===== config.mk =====
export PLATFORM = sky130hd
export DESIGN_NAME = trdm_ctrl
export DESIGN_NICKNAME = d
export VERILOG_FILES = /design/src/rtl/trdm_pkg.sv /design/src/rtl/trdm_ctrl.sv
export SDC_FILE = /design/constraint.sdc
export NUM_CORES = 1
export LEC_CHECK = 0
export ABC_AREA = 0
export CORE_AREA = 2 2 42 44
export CTS_BUF_LIST = sky130_fd_sc_hd__clkbuf_8
export CTS_CLUSTER_SIZE = 20
export DETAILED_ROUTE_END_ITERATION = 12
export DIE_AREA = 0 0 44 46
export DONT_BUFFER_PORTS = 1
export MAX_ROUTING_LAYER = met4
export SLEW_MARGIN = 30
export SYNTH_ARGS = -nofsm -noshare
export SYNTH_HDL_FRONTEND = slang
export SYNTH_SLANG_ARGS = --single-unit

===== constraint.sdc =====
create_clock -name clk_i -period 2.1 [get_ports clk_i]
set_clock_uncertainty 0.2 [all_clocks]
set_input_delay 0.42 -clock clk_i [delete_from_list [all_inputs] [get_ports clk_i]]
set_output_delay 0.42 -clock clk_i [all_outputs]
set_load 0.02 [all_outputs]

===== src/rtl/trdm_pkg.sv =====
// ----------------------------------------------------------------------------
// trdm_pkg
// Shared types and constants of the transmit descriptor ring manager.
// ----------------------------------------------------------------------------
package trdm_pkg;

  localparam int unsigned SEG_W = 7;
  localparam int unsigned SUM_W = SEG_W + 1;

  localparam logic [2:0] CMD_SUBMIT = 3'd0;
  localparam logic [2:0] CMD_DONE   = 3'd1;
  localparam logic [2:0] CMD_RECLAIM = 3'd2;
  localparam logic [2:0] CMD_TICK   = 3'd3;
  localparam logic [2:0] CMD_DRAIN  = 3'd4;

  localparam logic [7:0] THRESHOLD_RESET = 8'd5;
  localparam logic [7:0] STALL_MAX       = 8'd255;

  typedef enum logic [2:0] {
    KIND_ACCEPT  = 3'd0,
    KIND_EMPTY   = 3'd1,
    KIND_FULL    = 3'd2,
    KIND_FREED   = 3'd3,
    KIND_DROPPED = 3'd4,
    KIND_RESET   = 3'd5
  } kind_e;

  typedef struct packed {
    logic [2:0]       command;
    logic [SEG_W-1:0] seg_count;
    logic [15:0]      packet_tag;
    logic [5:0]       done_index;
    logic [5:0]       hw_head;
  } in_item_t;

  typedef struct packed {
    kind_e       kind;
    logic [15:0] tag_out;
    logic [5:0]  first_slot;
    logic [5:0]  last_slot;
    logic [5:0]  outstanding;
    logic [5:0]  tail_out;
    logic        last_flag;
  } out_item_t;

  typedef struct packed {
    logic  ld_in;
    logic  emit;
    kind_e kind;
    logic  finish;
    logic  free_slot;
    logic  drop_slot;
    logic  drop_start;
    logic  restart;
    logic  claim;
    logic  mark_done;
    logic  watch_upd;
    logic  watch_clr;
  } cmd_t;

  typedef struct packed {
    logic [2:0] command;
    logic       segs_zero;
    logic       used_zero;
    logic       head_done;
    logic       head_ends;
    logic       full;
    logic       trip;
    logic       emit_ok;
    logic       flush_ok;
  } sts_t;

endpackage


===== src/rtl/trdm_ctrl.sv =====
// ----------------------------------------------------------------------------
// trdm_ctrl
// Sequencer of the ring manager: decodes a command and walks the ring.
// ----------------------------------------------------------------------------
module trdm_ctrl (
  input  logic          clk_i,
  input  logic          rst_ni,
  input  logic          in_valid_i,
  output logic          in_ready_o,
  input  trdm_pkg::sts_t sts_i,
  output trdm_pkg::cmd_t cmd_o
);
  import trdm_pkg::*;

  typedef enum logic [3:0] {
    S_IDLE, S_DISPATCH, S_R_WAIT, S_R_EVAL, S_SUB_CHK, S_W_UPD, S_W_CHK,
    S_D_START, S_D_WAIT, S_D_EVAL, S_FINISH
  } state_e;

  state_e state_q, state_d;

  always_ff @(posedge clk_i or negedge rst_ni) begin
    if (!rst_ni) begin
      state_q <= S_IDLE;
    end else begin
      state_q <= state_d;
    end
  end

  assign in_ready_o = (state_q == S_IDLE);

  always_comb begin
    cmd_o   = '0;
    cmd_o.kind = KIND_ACCEPT;
    state_d = state_q;
    case (state_q)
      S_IDLE: begin
        if (in_valid_i) begin
          cmd_o.ld_in = 1'b1;
          state_d = S_DISPATCH;
        end
      end
      S_DISPATCH: begin
        case (sts_i.command)
          CMD_SUBMIT: begin
            if (sts_i.segs_zero) begin
              if (sts_i.emit_ok) begin
                cmd_o.emit = 1'b1;
                cmd_o.kind = KIND_EMPTY;
                state_d = S_FINISH;
              end
            end else begin
              state_d = S_R_WAIT;
            end
          end
          CMD_DONE: begin
            cmd_o.mark_done = 1'b1;
            state_d = S_FINISH;
          end
          CMD_RECLAIM, CMD_TICK: state_d = S_R_WAIT;
          CMD_DRAIN: state_d = S_D_START;
          default: state_d = S_FINISH;
        endcase
      end
      S_R_WAIT: state_d = S_R_EVAL;
      S_R_EVAL: begin
        if (!sts_i.used_zero && sts_i.head_done) begin
          if (!sts_i.head_ends || sts_i.emit_ok) begin
            cmd_o.free_slot = 1'b1;
            cmd_o.emit = sts_i.head_ends;
            cmd_o.kind = KIND_FREED;
            state_d = S_R_WAIT;
          end
        end else begin
          case (sts_i.command)
            CMD_SUBMIT: state_d = S_SUB_CHK;
            CMD_TICK:   state_d = S_W_UPD;
            default:    state_d = S_FINISH;
          endcase
        end
      end
      S_SUB_CHK: begin
        if (sts_i.emit_ok) begin
          cmd_o.emit = 1'b1;
          if (sts_i.full) begin
            cmd_o.kind = KIND_FULL;
          end else begin
            cmd_o.kind  = KIND_ACCEPT;
            cmd_o.claim = 1'b1;
          end
          state_d = S_FINISH;
        end
      end
      S_W_UPD: begin
        if (sts_i.used_zero) begin
          cmd_o.watch_clr = 1'b1;
          state_d = S_FINISH;
        end else begin
          cmd_o.watch_upd = 1'b1;
          state_d = S_W_CHK;
        end
      end
      S_W_CHK: begin
        if (sts_i.trip) begin
          cmd_o.watch_clr = 1'b1;
          state_d = S_D_START;
        end else begin
          state_d = S_FINISH;
        end
      end
      S_D_START: begin
        cmd_o.drop_start = 1'b1;
        state_d = S_D_WAIT;
      end
      S_D_WAIT: state_d = S_D_EVAL;
      S_D_EVAL: begin
        if (!sts_i.used_zero) begin
          if (!sts_i.head_ends || sts_i.emit_ok) begin
            cmd_o.drop_slot = 1'b1;
            cmd_o.emit = sts_i.head_ends;
            cmd_o.kind = KIND_DROPPED;
            state_d = S_D_WAIT;
          end
        end else if (sts_i.emit_ok) begin
          cmd_o.emit    = 1'b1;
          cmd_o.kind    = KIND_RESET;
          cmd_o.restart = 1'b1;
          state_d = S_FINISH;
        end
      end
      S_FINISH: begin
        if (sts_i.flush_ok) begin
          cmd_o.finish = 1'b1;
          state_d = S_IDLE;
        end
      end
      default: state_d = S_IDLE;
    endcase
  end

endmodule


==> results.cfg, run 1 <==
[min_path]
hold_class = input port to flip-flop

[synthesis]
synth_top_area_share_pct = 13.6
synthDistinctLibCells = 43
yosysWarningCount = 0
yosysMostFrequentCell = nor2_1
synth_nets = 120
ys_seq_elements = 4
synthArstFlopShare_pct = 100
synth_area_per_cell_um2 = 6.93
ys_top_cells_by_area = dfrtp_1, nor2_1, nor3_1
synth_edf_count = 0
synthCells = 106
synth_top_flop_cell = dfrtp_1
ys_seq_area_share_pct = 13.6
synth_area_um2 = 734
yosys.area.top_type = dfrtp_1
synth_common_cells = nor2_1, nand2_1, nor3_1, o21ai_0, inv_1

[sta]
hold_viol = 0
finalCritPeriodShare_pct = 106
fmax_mhz = 448
setup_ws_ns = -0.130
tightest_slew_ns = 0.327
finalMaxSlewViolations = 0
relSlewSlack_pct = 78.2
rsz0062_at_grt = true
fin_crit_ns = 2.23
setup_viol_count_final = 4

[routing]
wl_per_cell_um = 15.9
viasPerCell = 6.23
top_layer = met4
routed-wl-met3_um = 118
wl_met1_um = 972
drt_iter0_drc = 15
dr.pass1.iters = 4
wirelength_um = 2160
drc = 0
ant_nets = 0
wl_met2_um = 1050
vias = 847

[global_route]
grt_pass1_vias = 776
grt_antenna_before_repair = 0
overflow = 0
grt_max_degree = 15
grt_pass1_wl_um = 3420
track_usage_pct = 23.7

[floorplan]
dieArea_um2 = 2020
io_pins = 29
rows = 15
die_h_um = 46
die_width_um = 44
start_util_pct = 45.5
core_um2 = 1610

[place]
gp_congestion = 0.936
hpwl_um = 1620
port-buffer-count = 0
dpl_cell_area_um2 = 823

[clock_tree]
tritoncts = yes
clock-root-buffer = clkbuf_8
cts_made_buffers = 3
clkSlewWorstSetupHoldPaths_ns = 0.03
clockBufferDepth = 2
cts_num_sinks = 4
clock_latency_ns = 0.22
cts_max_level = 1

[worst_setup_path]
critPathArrivalTime_ns = 1.61
critPathBufInv = 0
cp.required_ns = 1.48
crit_path_max_fanout = 4
path_cells = or4b_4 -> nor3_4 -> o21ai_2 -> nand2_2
cp_slowest_cell = or4b_4
worstSetupPathType = flip-flop to output port
critPathLaunchType = flip-flop
crit_family = simple AND/OR/NAND/NOR gates
crit_path_end_kind = output port
cp_slowest_stage_delay_ns = 0.58

[finish]
top_register = state_q
diodes = 0
drive_gt1_share_pct = 39.5
fin_area_um2 = 966
fin_util_pct = 59.8
area_growth_pct = 31.5
largest_register_ffs = 4
final_nets = 135
largestRegisters = state_q x4

[status]
violations = setup timing
status = finished with violations

[power]
max-vdd-ir-drop_mv = 0.692
power_density_nw_per_um2 = 1220
finalPower_w = 0.00118
p_leak_nw = 0.419

[job]
cap_violations = 0
## timing repair
action / CTS / global route
cloned: 0 / 0
hold buffers: 1 / 0
setup buffers: 2 / 1
endpoints found under the hold margin: 4 / 0
pin swaps: 4 / 0
setup endpoints to repair: 8 / 14
resized for setup: 13 / 10
## cell usage in the layout, fill, tap and decap left out, drive strengths merged, types with 4 or more instances in the layout
cell type  count
dfrtp          4
buf           18
o21ai          8
nand2b         4
and3           4
nor3           8
inv            5
nand3          4
nor2          11
a21oi          5
nand2          8
## worst register-to-register path, delay by kind of cell, from the launching register on
family,cells,cell delay (ns)
flops,1,0.38
simple gates,2,0.63
buf+inv,1,0.19
compound gates,1,0.14
mux,1,0.30
## path summary, 6_finish.rpt
kind	endpoint	depth (start not counted)	start	slack [ns]
setup / recovery	cmd_o[9]	4	state_q[3]	-0.13
setup reg to reg	state_q[1]	5	state_q[2]	0.14
max in group asynchronous	state_q[0]	1	rst_ni	1.23
hold / removal	state_q[2]	2	sts_i[10]	0.20
hold reg to reg	state_q[2]	4	state_q[3]	0.64
min in group asynchronous	state_q[1]	1	rst_ni	0.28
## power by group
group          internal [W]  switching [W]
Combinational      0.000412       0.000451
Sequential         0.000113      0.0000372
Clock              0.000122      0.0000413
## cell families (layout without fill, tap and decap cells)
family,after synthesis,count (layout),synth area share (%)
flops,4,4,13.6
xor+xnor,1,1,1.19
compound gates,29,29,26.6
buf+inv,14,27,9.54
simple gates,56,56,45.5
mux,2,2,3.58
## routing by layer
metal | GRT usage (%) | up-vias
li1 | - | 420
met1 | 32.3 | 402
met2 | 36.2 | 23
met3 | 2.78 | 2
met4 | 7.88 | 0
met5 | - | -
## final cells by class
| cell class | count | area (µm²) |
|---|---|---|
| fillers | 150 | 648 |
| multi-input cells | 88 | 634 |
| repair buffers | 19 | 149 |
| flip-flops and latches | 4 | 101 |
| clock buffers | 3 | 41.3 |
| well taps | 17 | 21.3 |
| inverters | 5 | 18.8 |
## through the flow
step | hold WS (ns) | std cells | setup TNS [ns] | setup WS [ns]
final | 0.202 | 136 | -0.424 | -0.130
after global routing | 0.195 | 136 | -0.908 | -0.193
after CTS | 0.191 | 135 | -0.366 | -0.128
after detailed placement | -0.0755 | 129 | 0 | 0.0315
after global placement | -0.0755 | 129 | 0 | 0.0418
after floorplan | -0.0756 | 106 | -0.000339 | -0.000339
Note: power is estimated with default switching activity, not from simulation.
==> run 2: changes to the inputs <==
REMOVE_ABC_BUFFERS = 1   (was not set)
SLEW_MARGIN = not set   (was 30)
==> run 2 against run 1 <==
Net effect:
- the flow still finishes with violations (setup timing)
- worst setup slack worse by 0.0095 ns
- combinational power down 6.7%
- sequential power up 13%
- largest cell class unchanged
- critical path depth unchanged
==> results.cfg, run 2 (synthesis results as in run 1) <==
[global_route]
grt_pass1_wl_um = 3460
grt_pass1_vias = 766
overflow = 0
grt_max_degree = 18
grt_antenna_before_repair = 0
track_usage_pct = 24.2

[clock_tree]
cts_setup_buffers = 0
cts_made_buffers = 3
tritoncts = yes
clock_latency_ns = 0.22
cts_num_sinks = 4
clkSlewWorstSetupHoldPaths_ns = 0.03
clock-root-buffer = clkbuf_8
clockBufferDepth = 2
cts_max_level = 1

[finish]
largest_register_ffs = 4
final_common_cell = buf_4
final_cells = 134
final_cell_mix = buf_4, nor2_1, nand2_1, nor3_1, o21ai_0
fin_area_um2 = 955
nFillCells = 144
diodes = 0
top_register = state_q
drive_gt1_share_pct = 40.2
area_growth_pct = 30.0
final_nets = 133
largestRegisters = state_q x4

[sta]
setup_ws_ns = -0.139
hold_viol = 0
rsz0062_at_grt = true
hold-worst-slack_ns = 0.192
setup_viol_count_final = 4
relSlewSlack_pct = 80.5
finalMaxSlewViolations = 0
fmax_mhz = 447
finalCritPeriodShare_pct = 107
tightest_slew_ns = 0.290
fin_crit_ns = 2.24
tns_ns = -0.425

[routing]
wl_met2_um = 1140
wirelength_um = 2260
routed-wl-met3_um = 183
dr.pass1.iters = 4
wl_met1_um = 915
drt_iter0_drc = 40
wl_per_cell_um = 16.8
top_layer = met4
vias = 875
viasPerCell = 6.53
drc = 0
ant_nets = 0

[power]
power_density_nw_per_um2 = 1190
max-vdd-ir-drop_mv = 0.585
finalPower_w = 0.00114
p_leak_nw = 0.397

[worst_setup_path]
crit_path_max_fanout = 5
cp.required_ns = 1.48
critPathArrivalTime_ns = 1.62
worstSetupPathType = flip-flop to output port
rr_worst_depth = 5
critPathLaunchType = flip-flop
crit_path_end_kind = output port

[floorplan]
start_util_pct = 45.5
die_h_um = 46
dieArea_um2 = 2020
die_width_um = 44
rows = 15
core_um2 = 1610
io_pins = 29

[min_path]
hold_class = input port to flip-flop
holdPathStages = 2

[place]
dpl_cell_area_um2 = 825
dp_cells = 130
port-buffer-count = 0
hpwl_um = 1740
gp_congestion = 0.877

[status]
violations = setup timing
status = finished with violations

[job]
cap_violations = 0
## run 2: cell count changes in the layout (fill, tap and decap cells not counted), sizes merged
cell / change
buf: -2
## run 2: worst max-delay path, cell delays in order, from the launching register on
cell and delay, ns:
dfrtp_2 0.44, or4b_4 0.54, nor3_2 0.19, o21ai_2 0.10, nand3_2 0.13
## run 2: power by group
part	total [W]	internal, W	switching (W)
clock	0.000161	0.000122	0.0000385
combinational	0.000805	0.000373	0.000432
sequential	0.000170	0.000115	0.0000547
## run 2: worst paths after layout
check                        endpoint        from  slack [ns]
hold reg to reg            state_q[3]  state_q[2]        0.60
hold / removal             state_q[2]   sts_i[10]        0.19
setup / recovery            cmd_o[12]  state_q[1]       -0.14
max in group asynchronous  state_q[1]      rst_ni        1.24
setup reg to reg           state_q[1]  state_q[0]        0.11
min in group asynchronous  state_q[0]      rst_ni        0.28
## run 2: per-stage QoR
step | utilization [%] | setup WS, ns
floorplan | - | -0.374
global placement | 51.1 | 0.0431
detailed placement | 51.1 | 0.0239
CTS | 55.8 | -0.146
global route | 59.1 | -0.208
finish | 59.1 | -0.139
## run 2: repair_timing
action,4_1_cts,5_1_grt
cloned,0,0
hold buffers,1,0
pin swaps,2,2
endpoints found under the setup margin,8,12
hold endpoints to repair,4,0
gates resized for setup,8,15
## run 2: area by class of cell
type	instances	area [µm²]	area share, %
well taps	17	21.3	2.23
inverters	5	18.8	1.97
flip-flops and latches	4	103	10.7
clock buffers	3	41.3	4.33
multi-input cells	88	641	67.1
repair buffers	17	130	13.6
## run 2: routing by layer
metal | vias up | track usage, %
met4 | 0 | 9.70
met2 | 51 | 37.9
met5 | - | -
met3 | 4 | 5.95
met1 | 400 | 29.8
li1 | 420 | -
